File: src/rtl/u8dec_pkg.sv
// Shared constants, a result type and a helper function for the UTF-8 decoder.
package u8dec_pkg;

  localparam int unsigned BYTE_W = 8;
  localparam int unsigned CP_W   = 32;
  localparam int unsigned LEN_W  = 4;
  localparam int unsigned LEFT_W = 3;
  localparam int unsigned PAY_W  = 6;

  localparam logic [BYTE_W-1:0] BYTE_MASK = 8'hFF;
  localparam logic [BYTE_W-1:0] NUL_BYTE  = 8'h00;

  typedef struct packed {
    logic [CP_W-1:0] code_point;
    logic            truncated;
  } result_t;

  // Count of leading one bits in a byte, 0 to 8.
  function automatic logic [LEN_W-1:0] lead_ones(input logic [BYTE_W-1:0] b);
    logic [LEN_W-1:0] n;
    priority casez (b)
      8'b0???????: n = 4'd0;
      8'b10??????: n = 4'd1;
      8'b110?????: n = 4'd2;
      8'b1110????: n = 4'd3;
      8'b11110???: n = 4'd4;
      8'b111110??: n = 4'd5;
      8'b1111110?: n = 4'd6;
      8'b11111110: n = 4'd7;
      default:     n = 4'd8;
    endcase
    return n;
  endfunction

endpackage

File: src/rtl/u8dec_if.sv
// Valid/ready channel interfaces for text bytes and decoded code points.
interface u8dec_byte_if
  import u8dec_pkg::*;
();
  logic              valid;
  logic              ready;
  logic [BYTE_W-1:0] text_byte;

  modport source (output valid, output text_byte, input ready);
  modport sink   (input valid, input text_byte, output ready);
endinterface

interface u8dec_cp_if
  import u8dec_pkg::*;
();
  logic            valid;
  logic            ready;
  logic [CP_W-1:0] code_point;
  logic            truncated;

  modport source (output valid, output code_point, output truncated, input ready);
  modport sink   (input valid, input code_point, input truncated, output ready);
endinterface

File: src/rtl/utf8_to_codepoint_decoder_top.sv
// UTF-8 byte stream to code point decoder, top level.
// Takes one text word per cycle when not stalled, and gives one code point word
// per completed character from a registered output. The decode state
// (bytes left, accumulator, skip flag) updates in the cycle a byte is taken,
// so bytes stream back to back at one per cycle. Results go to an output
// register backed by a one-word skid stage: the input keeps taking bytes
// while a result waits, and stalls only when both hold a result.
// Continuation tags are not checked; a NUL mid-sequence flushes a nonzero
// partial value marked truncated; a decoded zero drops bytes through the next
// NUL. The accumulator wraps at 32 bits. No clearing pass after reset.
module utf8_to_codepoint_decoder_top
  import u8dec_pkg::*;
(
  input  logic        clk,
  input  logic        rst,
  u8dec_byte_if.sink  text,
  u8dec_cp_if.source  chars
);

  logic [LEFT_W-1:0] bytes_left, bytes_left_next;
  logic [CP_W-1:0]   accumulator, accumulator_next;
  logic              skip_to_end, skip_to_end_next;

  logic              out_valid;
  result_t           out_word;
  logic              skid_valid;
  result_t           skid_word;

  logic              accept;
  logic              has_res;
  result_t           res;
  logic [BYTE_W-1:0] b;
  logic [CP_W-1:0]   shifted;
  logic [LEN_W-1:0]  n;
  logic [BYTE_W-1:0] seed;

  assign b       = text.text_byte;
  assign accept  = text.valid && text.ready;
  assign shifted = {accumulator[CP_W-PAY_W-1:0], b[PAY_W-1:0]};
  assign n       = lead_ones(b);
  assign seed    = BYTE_MASK >> n;

  always_comb begin
    bytes_left_next  = bytes_left;
    accumulator_next = accumulator;
    skip_to_end_next = skip_to_end;
    has_res          = 1'b0;
    res              = '0;
    if (skip_to_end) begin
      if (b == NUL_BYTE) skip_to_end_next = 1'b0;
    end else if (bytes_left != '0) begin
      bytes_left_next  = '0;
      accumulator_next = '0;
      if (b == NUL_BYTE) begin
        if (accumulator != '0) begin
          has_res        = 1'b1;
          res.code_point = accumulator;
          res.truncated  = 1'b1;
        end
      end else if (bytes_left == LEFT_W'(1)) begin
        if (shifted != '0) begin
          has_res        = 1'b1;
          res.code_point = shifted;
        end else begin
          skip_to_end_next = 1'b1;
        end
      end else begin
        accumulator_next = shifted;
        bytes_left_next  = bytes_left - LEFT_W'(1);
      end
    end else if (b == NUL_BYTE) begin
      // end of string, nothing to emit
    end else if (!b[BYTE_W-1]) begin
      has_res        = 1'b1;
      res.code_point = CP_W'(b);
    end else if (n == LEN_W'(1)) begin
      // stray continuation byte: one-byte sequence
      if ((b & seed) != '0) begin
        has_res        = 1'b1;
        res.code_point = CP_W'(b & seed);
      end else begin
        skip_to_end_next = 1'b1;
      end
    end else begin
      accumulator_next = CP_W'(b & seed);
      bytes_left_next  = LEFT_W'(n - LEN_W'(1));
    end
  end

  assign text.ready       = !skid_valid;
  assign chars.valid      = out_valid;
  assign chars.code_point = out_word.code_point;
  assign chars.truncated  = out_word.truncated;

  always_ff @(posedge clk) begin
    if (rst) begin
      bytes_left  <= '0;
      accumulator <= '0;
      skip_to_end <= 1'b0;
      out_valid   <= 1'b0;
      skid_valid  <= 1'b0;
    end else begin
      if (accept) begin
        bytes_left  <= bytes_left_next;
        accumulator <= accumulator_next;
        skip_to_end <= skip_to_end_next;
      end
      if (skid_valid) begin
        if (chars.ready) begin
          out_word   <= skid_word;
          skid_valid <= 1'b0;
        end
      end else if (accept && has_res) begin
        if (out_valid && !chars.ready) begin
          skid_word  <= res;
          skid_valid <= 1'b1;
        end else begin
          out_word  <= res;
          out_valid <= 1'b1;
        end
      end else if (chars.ready) begin
        out_valid <= 1'b0;
      end
    end
  end

endmodule

File: src/flat_wrapper.sv
// flat-port wrapper written by rule: the top's interface ports become plain ports
module utf8_to_codepoint_decoder_top_flat import u8dec_pkg::*;
  (clk, rst, text_valid, text_text_byte, text_ready, chars_valid, chars_code_point, chars_truncated, chars_ready);
  u8dec_byte_if text_i ();
  u8dec_cp_if chars_i ();
  input  logic clk;
  input  logic rst;
  input wire logic [$bits(text_i.valid)-1:0] text_valid;
  input wire logic [$bits(text_i.text_byte)-1:0] text_text_byte;
  output wire logic [$bits(text_i.ready)-1:0] text_ready;
  output wire logic [$bits(chars_i.valid)-1:0] chars_valid;
  output wire logic [$bits(chars_i.code_point)-1:0] chars_code_point;
  output wire logic [$bits(chars_i.truncated)-1:0] chars_truncated;
  input wire logic [$bits(chars_i.ready)-1:0] chars_ready;
  assign text_i.valid = text_valid;
  assign text_i.text_byte = text_text_byte;
  assign text_ready = text_i.ready;
  assign chars_valid = chars_i.valid;
  assign chars_code_point = chars_i.code_point;
  assign chars_truncated = chars_i.truncated;
  assign chars_i.ready = chars_ready;
  utf8_to_codepoint_decoder_top u_core (.clk(clk), .rst(rst), .text(text_i), .chars(chars_i));
endmodule
File: config.mk
export PLATFORM = sky130hd
export DESIGN_NAME = utf8_to_codepoint_decoder_top_flat
export DESIGN_NICKNAME = d
export VERILOG_FILES = /design/src/rtl/u8dec_pkg.sv /design/src/rtl/u8dec_if.sv /design/src/rtl/utf8_to_codepoint_decoder_top.sv /design/src/flat_wrapper.sv
export SDC_FILE = /design/constraint.sdc
export NUM_CORES = 1
export LEC_CHECK = 0
export ABC_AREA = 1
export ABC_CLOCK_PERIOD_IN_PS = 4300
export BUFFER_PORTS_ARGS = -buffer_cell sky130_fd_sc_hd__clkbuf_2
export CORE_MARGIN = 10
export CORE_UTILIZATION = 55
export CTS_BUF_LIST = sky130_fd_sc_hd__clkbuf_2 sky130_fd_sc_hd__clkbuf_4 sky130_fd_sc_hd__clkbuf_8
export CTS_CLUSTER_DIAMETER = 100
export DETAILED_ROUTE_END_ITERATION = 8
export GPL_TIMING_DRIVEN = 0
export HOLD_SLACK_MARGIN = 0.02
export PLACE_DENSITY = 0.75
export SETUP_SLACK_MARGIN = 0.2
export SYNTH_ARGS = -nofsm -noshare
export SYNTH_HDL_FRONTEND = slang
export SYNTH_SLANG_ARGS = --single-unit
File: constraint.sdc
create_clock -name clk -period 4.3 [get_ports clk]
set_input_delay 0.215 -clock clk [delete_from_list [all_inputs] [get_ports clk]]
set_output_delay 0.215 -clock clk [all_outputs]
set_load 0.05 [all_outputs]
==> metrics.md <==
| Metric | Value |
|---|---|
| Synth unique cells | `42` |
| Final hold vios | `0` |
| Initial antenna violation count | `0` |
| Final #Nets | `622` |
| Setup crit start kind | `primary input` |
| Clock sink count | `around 100` |
| YS warnings | `0` |
| Most common cell in the netlist | `nand2_1` |
| Vias in the first global route | `3777` |
| Non-Filler Instances | `between 700 and 800` |
| Hpwl dp | `9.17 mm` |
| Largest net degree at the start of global routing | `34` |
| Mapped cell area | `5150 sq um` |
| Syn avg cell area | `9.39 sq um` |
| Pins Over Slew Limit | `0` |
| Clock Skew | `0.0147 ns` |
| H-tree Lvls | `3` |
| Setup Buffers After CTS | `0` |
| Reg power frac | `a little over two fifths` |
| Hold Crit Endpoint | `u_core.skid_valid$_SDFF_PP0_` |
| Syn_nets | `between 500 and 600` |
| Dpl cells | `around 700` |
| Peak supply drop | `296 uV` |
| Cts hold-fix bufs | `0` |
| Hold Path Origin | `chars_ready` |
| RR Endpoint | `u_core.chars.code_point[14]$_DFFE_PP_` |
| Worst EP arrival | `2.92 ns` |
| Setup-failing EPs final | `0` |
| Routed WL | `12.3 mm` |
| WHS | `about 0.17 ns` |
| Switching power | `1.27 mW` |
| N_diodes | `0` |
| Die ar. | `13600 sq um` |
| Worst-Margin Slew | `0.976 ns` |
| Final Util | `62.5%` |
| Seq/Total Area, Yosys | `53.3%` |
| Crit Path Category | `in2reg` |
| P_int | `1.80 mW` |
| Top post-synthesis cells by area | `edfxtp_1, dfxtp_1, nand2_1` |
| Reg-to-Reg Start | `u_core.accumulator[20]$_SDFFE_PP0P_` |
| Synth Instances | `approximately 550` |
| HP Class | `in2reg` |
| R2r setup slk | `1.54 ns` |
| RD Place Congestion | `0.910` |
| First-pass GRT wire length | `19.5 mm` |
| Post-synth top cells | `nand2_1, edfxtp_1, inv_1, a21oi_1, dfxtp_1` |
| Hold Path Depth | `4` |
| Clock buffer depth | `2` |
| Worst slew margin | `approximately a third` |
| R2R depth | `10` |
| Core ar. | `9200 sq um` |
| Root Buffer Master | `clkbuf_8` |
| Unrepaired setup endpoints after global routing | `no` |
| Final worst path period share | `67.8%` |
| Fill cells | `754` |
| Main flop type after synthesis | `edfxtp_1` |
| # IOs | `47` |
| Required @ worst endpoint | `4.31 ns` |
| Worst-path clk slew | `0.11 ns` |
| Post-Place Setup Slack | `roughly 0.97 ns` |
| Clk pwr share | `a little over a fifth` |
| DRC viols | `0` |
| Via/cell ratio | `5.73` |
| Port buffer count | `44` |
| Fmax | `between 0.3 and 0.4 GHz` |
| FFs w/ async S/R, synth | `0%` |
| Dpl cell area | `5530 sq um` |
| Pwr Density | `534 nW/um^2` |
| Die Wd | `117 um` |
| Layout area overhead | `11.6%` |
| DIE HEIGHT | `~120 um` |
| Worst-Skew Late Latency | `0.39 ns` |
| Gr usage total | `between 10% and 20%` |
| Critical path endpoint category | `flip-flop` |
| CP Max Fanout | `33` |
| Post-route cell area | `5750 sq um` |
| Drt first pass iters | `6` |
| Register bit total from synthesis | `between 100 and 150` |
| Post-synth EDFFs | `66` |
| Post-DR wirelength/cell | `17.1 um` |
| Cell taking the most area after synthesis | `edfxtp_1` |
| Max Cap Viol | `0` |
| Site Rows | `35` |
| Vias | `roughly 4100` |
| Status | `finished, final reports clean` |
| Initial Utilization | `a little under three fifths` |
| Logic pwr share | `36.6%` |
| Fin worst setup slack | `between 1 and 1.5 ns` |
| Switching share of power | `41.4%` |
| Yosys top cell area share | `about 39%` |
| Fraction of layout cells with a size suffix above 1 | `19.1%` |
| CTS tree | `done` |
| DRT iter0 DRCs | `between 400 and 500` |
| Final Critical Period | `2.92 ns` |
| Leak | `approximately 2.3 nW` |
| Total grt overflow | `0` |
| CTS Buf Count | `9` |
| Cts repair resizes | `0` |
| Detail Route Antenna Nets | `0` |
[logic make-up after synthesis]
logic type	Yosys count	synth area share [%]
xor+xnor	2	0.340
simple gates	218	18.1
buf+inv	87	7.20
fa+ha+maj	7	1.70
compound gates	130	19.4
flops	104	53.3
[per-stage QoR]
step	setup TNS, ns	total power, mW
after floorplan	0	2.14
after global placement	-8.32	2.38
after detailed placement	0	2.41
after CTS	0	3.05
after global routing	0	3.22
final	0	3.07
[per-layer routing]
metal  vias up  global-route usage (%)  share of wire, %
met1      1909                    25.1                44
met5         -                       0                 0
li1       2020                       -                 -
met4         0                    6.43               1.8
met2       167                    28.2                46
met3        24                    3.29               7.7
[worst max-delay path, stage by stage]
cell      delay, ns
clkbuf_2       0.17
nand2_1        0.15
nor2_1         0.07
nand2_1        0.12
nand2_1        0.06
a21oi_1        0.25
inv_1          0.08
ha_1           0.22
nor2_1         0.10
nand2_1        0.09
nand4_1        0.11
a21oi_1        0.05
nand4_1        0.12
nand2_1        0.07
nand2_1        0.08
nand3_1        0.14
a21oi_4        0.80
[flip-flops by register name (all words and copies together), names as in the netlist]
signal and cells:
u_core.chars.valid 1, u_core.chars.code_point 32, u_core.accumulator 32, u_core.chars.truncated 1
u_core.bytes_left 3, u_core.skip_to_end 1, u_core.skid_valid 1, u_core.skid_word 33
[power by group through the flow]
stage	sequential, mW	clock [mW]	combinational [mW]
floorplan	1.44	0	0.690
CTS	1.28	0.659	1.11
global route	1.30	0.698	1.23
finish	1.29	0.658	1.12
global placement	1.30	0	1.07
detailed placement	1.31	0	1.10
[placed cells by master (no fill, tap or decap), types with 3 or more instances in the layout]
| cell | n |
|---|---|
| buf_6 | 3 |
| buf_2 | 12 |
| clkbuf_2 | 44 |
| clkbuf_1 | 12 |
| nor2_1 | 33 |
| ha_1 | 7 |
| o211ai_1 | 3 |
| dfxtp_1 | 38 |
| inv_1 | 53 |
| o22ai_1 | 4 |
| nand2_1 | 143 |
| a21oi_1 | 43 |
| edfxtp_1 | 66 |
| nand2_2 | 3 |
| nand3_1 | 20 |
| o31ai_1 | 3 |
| nor3_1 | 3 |
| a211oi_1 | 26 |
| clkbuf_8 | 9 |
| inv_8 | 3 |
| nand4_1 | 6 |
| o32ai_2 | 19 |
| o21ai_0 | 18 |
| inv_2 | 3 |
[final cells by class]
type | instances | area [sq um] | area share (%)
Buffer | 28 | 146 | 2.55
Clock buffer | 9 | 124 | 2.16
Clock inverter | 7 | 96.3 | 1.68
Inverter | 59 | 224 | 3.90
Multi-Input combinational cell | 357 | 2050 | 35.7
Sequential cell | 104 | 2740 | 47.7
Tap cell | 111 | 139 | 2.42
Timing Repair Buffer | 44 | 220 | 3.83
[worst max-delay path by stage]
stage / start / endpoint / slack, ns
finish: text_text_byte[2] / u_core.chars.code_point[14]$_DFFE_PP_ / 1.38
global route: text_text_byte[4] / u_core.chars.code_point[13]$_DFFE_PP_ / 1.04
CTS: text_text_byte[4] / u_core.chars.code_point[14]$_DFFE_PP_ / 1.36
detailed placement: text_text_byte[4] / u_core.chars.code_point[28]$_DFFE_PP_ / 0.97
global placement: text_text_byte[4] / u_core.chars.code_point[22]$_DFFE_PP_ / -0.22
floorplan: text_text_byte[7] / u_core.chars.code_point[0]$_DFFE_PP_ / 0.53
No activity file was read; power rests on OpenSTA's default activity.
